File: src/hw/rtl/apu_nonlinear_mixer_filter_macros.svh
// assertion macros for the apu nonlinear mixer filter
// expects clk and rst_n in the scope of use
`ifndef APU_NONLINEAR_MIXER_FILTER_MACROS_SVH
`define APU_NONLINEAR_MIXER_FILTER_MACROS_SVH

// same-cycle implication
`define ANMF_ASSERT_IMP(lbl, ante, cons) \
    lbl: assert property (@(posedge clk) disable iff (!rst_n) (ante) |-> (cons)) \
        else $error("anmf assertion failed");

// next-cycle implication
`define ANMF_ASSERT_NXT(lbl, ante, cons) \
    lbl: assert property (@(posedge clk) disable iff (!rst_n) (ante) |=> (cons)) \
        else $error("anmf assertion failed");

`endif

File: src/hw/rtl/anmf_pkg.sv
// shared types, constants and helpers of the apu nonlinear mixer filter
// used by anmf_ctrl, anmf_dp and the top level
`timescale 1ns / 1ps

package anmf_pkg;

    localparam int OUT_FRAC_BITS_DEF = 14;

    localparam int CFG_W     = 16;
    localparam int CFG_IDX_W = 8;
    localparam int IN_W      = 24;
    localparam int OUT_W     = 16;
    localparam int ST_W      = 18;
    localparam int QW        = 17;
    localparam int DIV_W     = 64;
    localparam int CNT_W     = $clog2(QW);
    localparam int NSUM_W    = 35;

    localparam logic [CFG_W-1:0] HP_COEFF_RESET = 16'd65274;
    localparam logic [CFG_W-1:0] LP_COEFF_RESET = 16'd32768;

    localparam logic [CFG_IDX_W-1:0] REG_HIGHPASS = 8'd0;
    localparam logic [CFG_IDX_W-1:0] REG_LOWPASS  = 8'd1;

    // resistor ladder weights
    localparam logic [NSUM_W-1:0] K_TRI   = 35'd277111758;
    localparam logic [NSUM_W-1:0] K_NOISE = 35'd186242826;
    localparam logic [NSUM_W-1:0] K_DELTA = 35'd100706707;
    localparam logic [DIV_W-1:0]  K_PROD  = 64'd2279798433066;

    typedef enum logic [3:0] {
        ST_IDLE,
        ST_NSUM,
        ST_DIV_P,
        ST_PREP_T,
        ST_DIV_T,
        ST_RAW,
        ST_HP_MUL,
        ST_HP_FIN,
        ST_LP_MUL,
        ST_LP_FIN,
        ST_OUT
    } state_t;

    typedef enum logic [3:0] {
        OP_IDLE,
        OP_LOAD,
        OP_NSUM,
        OP_DIV,
        OP_PREP_T,
        OP_RAW,
        OP_HP_MUL,
        OP_HP_FIN,
        OP_LP_MUL,
        OP_LP_FIN,
        OP_OUT
    } dp_op_t;

    typedef struct packed {
        dp_op_t op;
    } dp_cmd_t;

    typedef struct packed {
        logic div_last;
        logic out_free;
    } dp_stat_t;

    // saturate to the 18 bit state range
    function automatic logic signed [ST_W-1:0] sat_st(input logic signed [21:0] v);
        logic signed [ST_W-1:0] r;
        if (v > 22'sd131071)
            r = 18'sd131071;
        else if (v < -22'sd131072)
            r = -18'sd131072;
        else
            r = v[ST_W-1:0];
        return r;
    endfunction

endpackage

File: src/hw/rtl/anmf_ctrl.sv
// sequencer of the apu nonlinear mixer filter
// depends on anmf_pkg
`timescale 1ns / 1ps

module anmf_ctrl
(
    input  logic               clk,
    input  logic               rst_n,
    input  logic               in_valid,
    output logic               in_ready,
    input  anmf_pkg::dp_stat_t stat,
    output anmf_pkg::dp_cmd_t  cmd
);

    anmf_pkg::state_t state_reg;
    anmf_pkg::state_t state_next;

    always_ff @(posedge clk or negedge rst_n)
    begin
        if (!rst_n)
            state_reg <= anmf_pkg::ST_IDLE;
        else
            state_reg <= state_next;
    end

    always_comb
    begin
        state_next = state_reg;
        unique case (state_reg)
            anmf_pkg::ST_IDLE:
            begin
                if (in_valid)
                    state_next = anmf_pkg::ST_NSUM;
            end
            anmf_pkg::ST_NSUM:   state_next = anmf_pkg::ST_DIV_P;
            anmf_pkg::ST_DIV_P:
            begin
                if (stat.div_last)
                    state_next = anmf_pkg::ST_PREP_T;
            end
            anmf_pkg::ST_PREP_T: state_next = anmf_pkg::ST_DIV_T;
            anmf_pkg::ST_DIV_T:
            begin
                if (stat.div_last)
                    state_next = anmf_pkg::ST_RAW;
            end
            anmf_pkg::ST_RAW:    state_next = anmf_pkg::ST_HP_MUL;
            anmf_pkg::ST_HP_MUL: state_next = anmf_pkg::ST_HP_FIN;
            anmf_pkg::ST_HP_FIN: state_next = anmf_pkg::ST_LP_MUL;
            anmf_pkg::ST_LP_MUL: state_next = anmf_pkg::ST_LP_FIN;
            anmf_pkg::ST_LP_FIN: state_next = anmf_pkg::ST_OUT;
            anmf_pkg::ST_OUT:
            begin
                if (stat.out_free)
                    state_next = anmf_pkg::ST_IDLE;
            end
            default:             state_next = anmf_pkg::ST_IDLE;
        endcase
    end

    always_comb
    begin
        cmd.op   = anmf_pkg::OP_IDLE;
        in_ready = 1'b0;
        unique case (state_reg)
            anmf_pkg::ST_IDLE:
            begin
                in_ready = 1'b1;
                if (in_valid)
                    cmd.op = anmf_pkg::OP_LOAD;
            end
            anmf_pkg::ST_NSUM:   cmd.op = anmf_pkg::OP_NSUM;
            anmf_pkg::ST_DIV_P:  cmd.op = anmf_pkg::OP_DIV;
            anmf_pkg::ST_PREP_T: cmd.op = anmf_pkg::OP_PREP_T;
            anmf_pkg::ST_DIV_T:  cmd.op = anmf_pkg::OP_DIV;
            anmf_pkg::ST_RAW:    cmd.op = anmf_pkg::OP_RAW;
            anmf_pkg::ST_HP_MUL: cmd.op = anmf_pkg::OP_HP_MUL;
            anmf_pkg::ST_HP_FIN: cmd.op = anmf_pkg::OP_HP_FIN;
            anmf_pkg::ST_LP_MUL: cmd.op = anmf_pkg::OP_LP_MUL;
            anmf_pkg::ST_LP_FIN: cmd.op = anmf_pkg::OP_LP_FIN;
            anmf_pkg::ST_OUT:
            begin
                if (stat.out_free)
                    cmd.op = anmf_pkg::OP_OUT;
            end
            default:             cmd.op = anmf_pkg::OP_IDLE;
        endcase
    end

endmodule

File: src/hw/rtl/anmf_dp.sv
// datapath of the apu nonlinear mixer filter: mix terms, shared divider, filters
// depends on anmf_pkg
`timescale 1ns / 1ps

module anmf_dp
#(
    parameter int OUT_FRAC_BITS = anmf_pkg::OUT_FRAC_BITS_DEF
)
(
    input  logic                          clk,
    input  logic                          rst_n,
    input  anmf_pkg::dp_cmd_t             cmd,
    output anmf_pkg::dp_stat_t            stat,
    input  logic [3:0]                    pulse_a_level,
    input  logic [3:0]                    pulse_b_level,
    input  logic [3:0]                    tri_level,
    input  logic [3:0]                    noise_level,
    input  logic [6:0]                    delta_level,
    input  logic [anmf_pkg::CFG_W-1:0]    highpass_coeff,
    input  logic [anmf_pkg::CFG_W-1:0]    lowpass_coeff,
    output logic                          out_valid,
    input  logic                          out_ready,
    output logic signed [anmf_pkg::OUT_W-1:0] audio_sample
);

    localparam int DW  = anmf_pkg::DIV_W;
    localparam int SW  = anmf_pkg::ST_W;
    localparam int QW  = anmf_pkg::QW;
    localparam int SHR = (OUT_FRAC_BITS <= 16) ? 16 - OUT_FRAC_BITS : 0;
    localparam int SHL = (OUT_FRAC_BITS > 16) ? OUT_FRAC_BITS - 16 : 0;
    localparam logic signed [23:0] ORND = (SHR > 0) ? (24'sd1 <<< ((SHR > 0) ? SHR - 1 : 0))
                                                    : 24'sd0;

    logic [4:0]                      s_reg, s_next;
    logic [3:0]                      t_reg, t_next;
    logic [3:0]                      n_reg, n_next;
    logic [6:0]                      d_reg, d_next;
    logic [anmf_pkg::NSUM_W-1:0]     nsum_reg, nsum_next;
    logic [DW-1:0]                   rem_reg, rem_next;
    logic [DW-1:0]                   dsh_reg, dsh_next;
    logic [QW-1:0]                   q_reg, q_next;
    logic [anmf_pkg::CNT_W-1:0]      cnt_reg, cnt_next;
    logic [QW-1:0]                   pq_reg, pq_next;
    logic signed [SW-1:0]            raw_reg, raw_next;
    logic signed [19:0]              diff_reg, diff_next;
    logic signed [36:0]              prod_reg, prod_next;
    logic signed [SW-1:0]            hp_li_reg, hp_li_next;
    logic signed [SW-1:0]            hp_lo_reg, hp_lo_next;
    logic signed [SW-1:0]            lp_lo_reg, lp_lo_next;
    logic                            ov_reg, ov_next;
    logic signed [anmf_pkg::OUT_W-1:0] od_reg, od_next;

    logic [DW-1:0]          num_v, den_v;
    logic [18:0]            p_mul;
    logic [20:0]            p_den;
    logic [48:0]            t_mul;
    logic [QW:0]            raw_sum;
    logic signed [36:0]     rnd_prod;
    logic signed [20:0]     rnd_sh;
    logic signed [18:0]     lp_diff;
    logic signed [23:0]     o_wide;
    logic signed [23:0]     o_conv;

    always_comb
    begin
        s_next     = s_reg;
        t_next     = t_reg;
        n_next     = n_reg;
        d_next     = d_reg;
        nsum_next  = nsum_reg;
        rem_next   = rem_reg;
        dsh_next   = dsh_reg;
        q_next     = q_reg;
        cnt_next   = cnt_reg;
        pq_next    = pq_reg;
        raw_next   = raw_reg;
        diff_next  = diff_reg;
        prod_next  = prod_reg;
        hp_li_next = hp_li_reg;
        hp_lo_next = hp_lo_reg;
        lp_lo_next = lp_lo_reg;
        ov_next    = ov_reg && !out_ready;
        od_next    = od_reg;

        p_mul    = 19'(s_reg) * 19'd9588;
        p_den    = 21'd812800 + 21'(s_reg) * 21'd10000;
        t_mul    = 49'(nsum_reg) * 49'd15979;
        num_v    = '0;
        den_v    = '0;
        raw_sum  = 18'(pq_reg) + 18'(q_reg);
        rnd_prod = prod_reg + 37'sd32768;
        rnd_sh   = rnd_prod[36:16];
        lp_diff  = 19'(hp_lo_reg) - 19'(lp_lo_reg);
        o_wide   = 24'(lp_lo_reg);
        o_conv   = ((o_wide + ORND) >>> SHR) <<< SHL;

        unique case (cmd.op)
            anmf_pkg::OP_LOAD:
            begin
                s_next = 5'(pulse_a_level) + 5'(pulse_b_level);
                t_next = tri_level;
                n_next = noise_level;
                d_next = delta_level;
            end
            anmf_pkg::OP_NSUM:
            begin
                nsum_next = 35'(t_reg) * anmf_pkg::K_TRI
                          + 35'(n_reg) * anmf_pkg::K_NOISE
                          + 35'(d_reg) * anmf_pkg::K_DELTA;
                // pulse group fraction into the divider
                num_v    = 64'(p_mul) << 16;
                den_v    = 64'(p_den);
                rem_next = num_v + (den_v >> 1);
                dsh_next = den_v << (QW - 1);
                q_next   = '0;
                cnt_next = anmf_pkg::CNT_W'(QW - 1);
            end
            anmf_pkg::OP_DIV:
            begin
                if (rem_reg >= dsh_reg)
                begin
                    rem_next = rem_reg - dsh_reg;
                    q_next   = {q_reg[QW-2:0], 1'b1};
                end
                else
                begin
                    q_next = {q_reg[QW-2:0], 1'b0};
                end
                dsh_next = dsh_reg >> 1;
                cnt_next = cnt_reg - 1'b1;
            end
            anmf_pkg::OP_PREP_T:
            begin
                pq_next  = q_reg;
                num_v    = 64'(t_mul) << 14;
                den_v    = (anmf_pkg::K_PROD + 64'(nsum_reg) * 64'd100) * 64'd25;
                rem_next = num_v + (den_v >> 1);
                dsh_next = den_v << (QW - 1);
                q_next   = '0;
                cnt_next = anmf_pkg::CNT_W'(QW - 1);
            end
            anmf_pkg::OP_RAW:
            begin
                raw_next  = SW'(raw_sum);
                diff_next = 20'(hp_lo_reg) + 20'(signed'(raw_sum)) - 20'(hp_li_reg);
            end
            anmf_pkg::OP_HP_MUL:
            begin
                prod_next = 37'(signed'({1'b0, highpass_coeff})) * 37'(diff_reg);
            end
            anmf_pkg::OP_HP_FIN:
            begin
                hp_lo_next = anmf_pkg::sat_st(22'(rnd_sh));
                hp_li_next = raw_reg;
            end
            anmf_pkg::OP_LP_MUL:
            begin
                prod_next = 37'(signed'({1'b0, lowpass_coeff})) * 37'(lp_diff);
            end
            anmf_pkg::OP_LP_FIN:
            begin
                lp_lo_next = anmf_pkg::sat_st(22'(rnd_sh) + 22'(lp_lo_reg));
            end
            anmf_pkg::OP_OUT:
            begin
                ov_next = 1'b1;
                if (o_conv > 24'sd32767)
                    od_next = 16'sh7fff;
                else if (o_conv < -24'sd32768)
                    od_next = -16'sd32768;
                else
                    od_next = o_conv[15:0];
            end
            default:
            begin
            end
        endcase
    end

    // payload and working registers
    always_ff @(posedge clk)
    begin
        s_reg    <= s_next;
        t_reg    <= t_next;
        n_reg    <= n_next;
        d_reg    <= d_next;
        nsum_reg <= nsum_next;
        rem_reg  <= rem_next;
        dsh_reg  <= dsh_next;
        q_reg    <= q_next;
        pq_reg   <= pq_next;
        raw_reg  <= raw_next;
        diff_reg <= diff_next;
        prod_reg <= prod_next;
        od_reg   <= od_next;
    end

    // filter history, divider count and output flag
    always_ff @(posedge clk or negedge rst_n)
    begin
        if (!rst_n)
        begin
            cnt_reg   <= '0;
            hp_li_reg <= '0;
            hp_lo_reg <= '0;
            lp_lo_reg <= '0;
            ov_reg    <= 1'b0;
        end
        else
        begin
            cnt_reg   <= cnt_next;
            hp_li_reg <= hp_li_next;
            hp_lo_reg <= hp_lo_next;
            lp_lo_reg <= lp_lo_next;
            ov_reg    <= ov_next;
        end
    end

    assign stat.div_last = (cnt_reg == '0);
    assign stat.out_free = !ov_reg || out_ready;
    assign out_valid     = ov_reg;
    assign audio_sample  = od_reg;

endmodule

File: src/hw/rtl/apu_nonlinear_mixer_filter.sv
// top level of the apu nonlinear mixer filter: stream ports, coefficient registers
// depends on anmf_pkg, anmf_ctrl, anmf_dp and apu_nonlinear_mixer_filter_macros.svh
`timescale 1ns / 1ps

// one beat in gives one audio sample out. a beat is taken only while the block is
// idle; from acceptance to the result register it runs through the channel weight
// sum, two passes of the shared restoring divider (pulse group, then
// triangle/noise/delta group) with a step between them to set up the second
// division, the raw mix, the high-pass and low-pass multiply and round steps, and a
// rescale into the output register. the block then goes back to idle to accept the
// next beat, so a new beat is not taken before the last one is in the result register.
// the result register holds a finished sample while the next one is worked on; if it
// is still full at the end, the sequencer waits. coefficients are written through the
// cfg channel, index 0 for the high-pass coefficient and 1 for the low-pass one, other
// indexes are dropped.
module apu_nonlinear_mixer_filter
#(
    parameter int OUT_FRAC_BITS = anmf_pkg::OUT_FRAC_BITS_DEF
)
(
    input  logic                              clk,
    input  logic                              rst_n,
    input  logic                              s_tvalid,
    output logic                              s_tready,
    // pulse_a_level[3:0], pulse_b_level[7:4], tri_level[11:8], noise_level[15:12],
    // delta_level[22:16], zero pad [23]
    input  logic [anmf_pkg::IN_W-1:0]         s_tdata,
    output logic                              m_tvalid,
    input  logic                              m_tready,
    // audio_sample[15:0]
    output logic [anmf_pkg::OUT_W-1:0]        m_tdata,
    input  logic                              cfg_valid,
    output logic                              cfg_ready,
    input  logic [anmf_pkg::CFG_IDX_W-1:0]    cfg_index,
    input  logic [anmf_pkg::CFG_W-1:0]        cfg_data
);

    logic [anmf_pkg::CFG_W-1:0] hp_coeff_reg, hp_coeff_next;
    logic [anmf_pkg::CFG_W-1:0] lp_coeff_reg, lp_coeff_next;

    anmf_pkg::dp_cmd_t  cmd;
    anmf_pkg::dp_stat_t stat;
    logic signed [anmf_pkg::OUT_W-1:0] audio_sample;

    // coefficients are always writable
    assign cfg_ready = 1'b1;

    always_comb
    begin
        hp_coeff_next = hp_coeff_reg;
        lp_coeff_next = lp_coeff_reg;
        if (cfg_valid)
        begin
            priority if (cfg_index == anmf_pkg::REG_HIGHPASS)
                hp_coeff_next = cfg_data;
            else if (cfg_index == anmf_pkg::REG_LOWPASS)
                lp_coeff_next = cfg_data;
            else
            begin
            end
        end
    end

    always_ff @(posedge clk or negedge rst_n)
    begin
        if (!rst_n)
        begin
            hp_coeff_reg <= anmf_pkg::HP_COEFF_RESET;
            lp_coeff_reg <= anmf_pkg::LP_COEFF_RESET;
        end
        else
        begin
            hp_coeff_reg <= hp_coeff_next;
            lp_coeff_reg <= lp_coeff_next;
        end
    end

    anmf_ctrl u_ctrl
    (
        .clk      (clk),
        .rst_n    (rst_n),
        .in_valid (s_tvalid),
        .in_ready (s_tready),
        .stat     (stat),
        .cmd      (cmd)
    );

    anmf_dp
    #(
        .OUT_FRAC_BITS (OUT_FRAC_BITS)
    )
    u_dp
    (
        .clk            (clk),
        .rst_n          (rst_n),
        .cmd            (cmd),
        .stat           (stat),
        .pulse_a_level  (s_tdata[3:0]),
        .pulse_b_level  (s_tdata[7:4]),
        .tri_level      (s_tdata[11:8]),
        .noise_level    (s_tdata[15:12]),
        .delta_level    (s_tdata[22:16]),
        .highpass_coeff (hp_coeff_reg),
        .lowpass_coeff  (lp_coeff_reg),
        .out_valid      (m_tvalid),
        .out_ready      (m_tready),
        .audio_sample   (audio_sample)
    );

    assign m_tdata = audio_sample;

    // checks on the sequencing
`include "apu_nonlinear_mixer_filter_macros.svh"

    // one beat at a time: no second beat right after an accepted one
    `ANMF_ASSERT_NXT(a_busy_after_beat, s_tvalid && s_tready, !s_tready)
    // a result is loaded only into a free output slot
    `ANMF_ASSERT_IMP(a_out_slot_free, cmd.op == anmf_pkg::OP_OUT, !m_tvalid || m_tready)
    // a load command comes only with an accepted beat
    `ANMF_ASSERT_IMP(a_load_on_beat, cmd.op == anmf_pkg::OP_LOAD, s_tvalid && s_tready)

endmodule

File: config.mk
export PLATFORM = sky130hd
export DESIGN_NAME = apu_nonlinear_mixer_filter
export DESIGN_NICKNAME = d
export VERILOG_FILES = /design/src/hw/rtl/anmf_pkg.sv /design/src/hw/rtl/anmf_ctrl.sv /design/src/hw/rtl/anmf_dp.sv /design/src/hw/rtl/apu_nonlinear_mixer_filter.sv
export VERILOG_INCLUDE_DIRS = /design/src /design/src/hw/rtl
export SDC_FILE = /design/constraint.sdc
export NUM_CORES = 2
export LEC_CHECK = 0
export BUFFER_PORTS_ARGS = -buffer_cell sky130_fd_sc_hd__buf_2
export CORE_ASPECT_RATIO = 1.75
export CORE_MARGIN = 2
export CORE_UTILIZATION = 66
export DETAILED_ROUTE_END_ITERATION = 12
export PLACE_DENSITY = 0.9
export RECOVER_POWER = 100
export SLEW_MARGIN = 20
export SYNTH_ARGS = -nofsm -noshare
export SYNTH_HDL_FRONTEND = slang
export SYNTH_SLANG_ARGS = --single-unit
File: constraint.sdc
create_clock -name clk -period 23.5 [get_ports clk]
set_input_delay 3.525 -clock clk [delete_from_list [all_inputs] [get_ports clk]]
set_output_delay 3.525 -clock clk [all_outputs]
set_load 0.1 [all_outputs]
==> summary.txt <==
CTS
  • Max Buffers Root-to-Sink: 3
  • CTS Root Cell: clkbuf_16
  • Cts bufs inserted: 40
  • Post_cts resized: 0
  • Post-CTS Repair Setup Buffers: 0
  • CTS tree: built
  • Clock slew seen by the registers of the worst setup and hold paths: 0.07 ns
  • TritonCTS Sinks: 389
  • Cts hold-fix bufs: 0
  • Clk Latency, worst-skew pair: 0.64 ns
  • Htree depth: 2

Worst setup path
  • Most common cell on crit path: ha_1
  • Worst r2r path cells: 42
  • Critical-path top delay cell: edfxtp_1
  • FF-to-FF setup slack: 9.87 ns
  • Worst R2R End: u_dp.rem_reg[60]
  • Worst Path Arrival: 13.90 ns
  • Crit path launch: u_dp.nsum_reg[1]
  • Crit Path Max Fanout: 12
  • Critical Path Sink Type: flop
  • Worst setup path class: reg2reg
  • Worst Path Buf+Inv: 5
  • Type of element launching the critical path: flop
  • Crit path to: u_dp.rem_reg[60]
  • Worst flop-to-flop path startpoint: u_dp.nsum_reg[1]
  • Crit path required time: 23.78 ns
  • Critical Path Max Stage Delay: 0.76 ns
  • CP top delay family: compound AO/OA/AOI/OAI gates
  • WP depth: 42

Detailed routing
  • Routed wire per std cell: 21.6 um
  • Detailed-route wire length: 204,000 um
  • Via density: 6.18
  • Routed vias: 58,400
  • First-pass iteration count of the detailed router: 9
  • Count of antenna-violating nets left after detailed routing: 0
  • Initial DRC Count: 3,580
  • DRC violations left: 0

Timing
  • Pins over their slew limit: 626
  • Minimum clock period after layout: 13.63 ns
  • Final hold slack: 0.457 ns
  • Endpoints failing setup: 0
  • Setup TNS: 0 ns
  • Fmax: 73.4 MHz
  • Final Skew: 0.0475 ns
  • Final worst setup slack: 9.87 ns
  • RSZ-0062 raised after global routing: no
  • Final hold vios: 0
  • Final Cycle Share: 58.0%
  • Worst Tran Pin Value: 3.90 ns
  • Slew headroom: -160%

Place
  • DP Worst Slack: 10.82 ns
  • I/O Buffers: 69
  • Placer Congestion: 1.01
  • Dpl hpwl: 167,000 um

Layout
  • Nets@finish: 9,978
  • Fill count: 8,062
  • Synth-to-layout area growth: 3.99%
  • Share of cells above drive strength 1: 3.70%
  • ANT cells: 0

Hold path
  • Hold Path Class: reg2reg

GRT
  • Number of global-route vias before repair: 65,200
  • Largest net degree at the start of global routing: 75
  • Initial antenna violation count: 1
  • First-pass GRT wire length: 328,000 um
  • Grt ovf: 0
  • Total track usage: 36.6%

Logic synthesis
  • Synth Warn #: 0
  • Dominant cell type by area after synthesis: fa_1
  • Post-synthesis cell area: 0.0738 sq mm
  • Synthesized net count: 10,000
  • Area share of the largest cell type after synthesis: 27.7%
  • Ranking of synthesized cells by area: fa_1, ha_1, edfxtp_1
  • Share of synthesized registers carrying an async set or reset: 24.7%
  • Synth Flop Type: edfxtp_1
  • Post-synth EDFFs: 293
  • Yosys reg bits: 389
  • Post-synth cell types: 103
  • Post-Syn Instances: 7,998
  • Register area share after synthesis: 15.2%
  • Mean Syn Cell Area: 9.23 sq um

Run status
  • Status: finished with violations
  • Violated checks: max-capacitance violations, max-slew violations

Floorplanning
  • Chip Height: 446 um
  • Core Footprint: 0.111 sq mm
  • Starting density of the core: 66.4%
  • Row cnt: 162
  • IO Count: 72
  • Die Wd: 257 um
  • Die Area: 0.115 sq mm

Run
  • # Max-Cap Violations: 14
[kinds of logic after synthesis]
family | count (synthesis) | share of synthesized area [%]
AOI/OAI and AO/OA | 1385 | 12.1
buffers and inverters | 1823 | 9.29
and+or+nand+nor | 1803 | 11.9
DFF | 389 | 15.2
adders and majority gates | 1983 | 44.0
muxes | 58 | 0.876
other | 1 | 0.00508
xor gates and xnor gates | 556 | 6.59
[metrics by stage]
stage	cell area, sq um	util (%)	instances
after floorplan	73800	-	7998
after global placement	75700	68.0	9376
after global routing	76800	69.0	9450
final	76800	69.0	9450
after detailed placement	75700	68.0	9376
after CTS	76900	69.1	9450
[cells in the final DEF (no fill, tap or decap), types with 262 or more instances in the layout]
cell and count:
nor2_1 273, ha_1 960, edfxtp_1 293, inv_1 1604
and2_1 262, o21ai_0 290, a21oi_1 399, nand2_1 685
xnor2_1 369, fa_1 1023
[cell type report]
cell class	count	area, sq um	share of cell area (%)
Clock inverter	25	229	0.298
Inverter	1605	6020	7.85
Clock buffer	49	1050	1.37
Timing Repair Buffer	120	631	0.821
Multi-Input combinational cell	5786	55800	72.6
Tap cell	1476	1850	2.40
Sequential cell	389	11200	14.6
[synth_stat cells, types with 12 or more instances]
cell	count
o21ai_0	290
inv_1	1605
and2_1	281
and4_1	12
dfrtp_1	82
o22ai_1	31
o21ai_1	12
nor2b_1	69
nand2_1	686
nand4_1	59
a21boi_0	13
a21o_1	194
a211oi_1	35
xnor2_1	370
o21a_1	61
or2_2	19
or3_1	23
and3_1	56
nand2b_1	65
a31oi_1	46
mux2_2	53
nor4_1	26
a21oi_1	400
a22oi_1	29
dfstp_2	14
nand3_1	95
clkbuf_1	202
nor2_1	276
o211ai_1	18
fa_1	1023
o31ai_1	30
nor3_1	83
ha_1	960
a211o_1	13
o21bai_1	54
xor2_1	186
edfxtp_1	293
[worst min-delay path by stage]
| stage | cells after the start | startpoint | slack [ns] | to |
|---|---|---|---|---|
| 3_5_place_dp | 1 | u_dp.raw_reg[15] | 0.47 | u_dp.hp_li_reg[15] |
| 6_report | 1 | u_dp.raw_reg[17] | 0.46 | u_dp.hp_li_reg[17] |
| 3_3_place_gp | 1 | u_dp.raw_reg[1] | 0.46 | u_dp.hp_li_reg[1] |
| 2_1_floorplan | 0 | u_dp.q_reg[16] | 0.43 | u_dp.pq_reg[16] |
| 4_1_cts | 1 | u_dp.raw_reg[17] | 0.44 | u_dp.hp_li_reg[17] |
| 5_1_grt | 1 | u_dp.raw_reg[17] | 0.47 | u_dp.hp_li_reg[17] |
[routing by layer]
layer	up-vias	routed length [um]	track usage, %
met1	28300	59000	31.2
li1	26000	-	-
met2	2642	106000	67.7
met4	2	27300	39.6
met5	-	18	0
met3	1436	11700	6.37
Power is not shown: default switching activity piles up to over one toggle a cycle in this logic, so the estimate is an artifact.
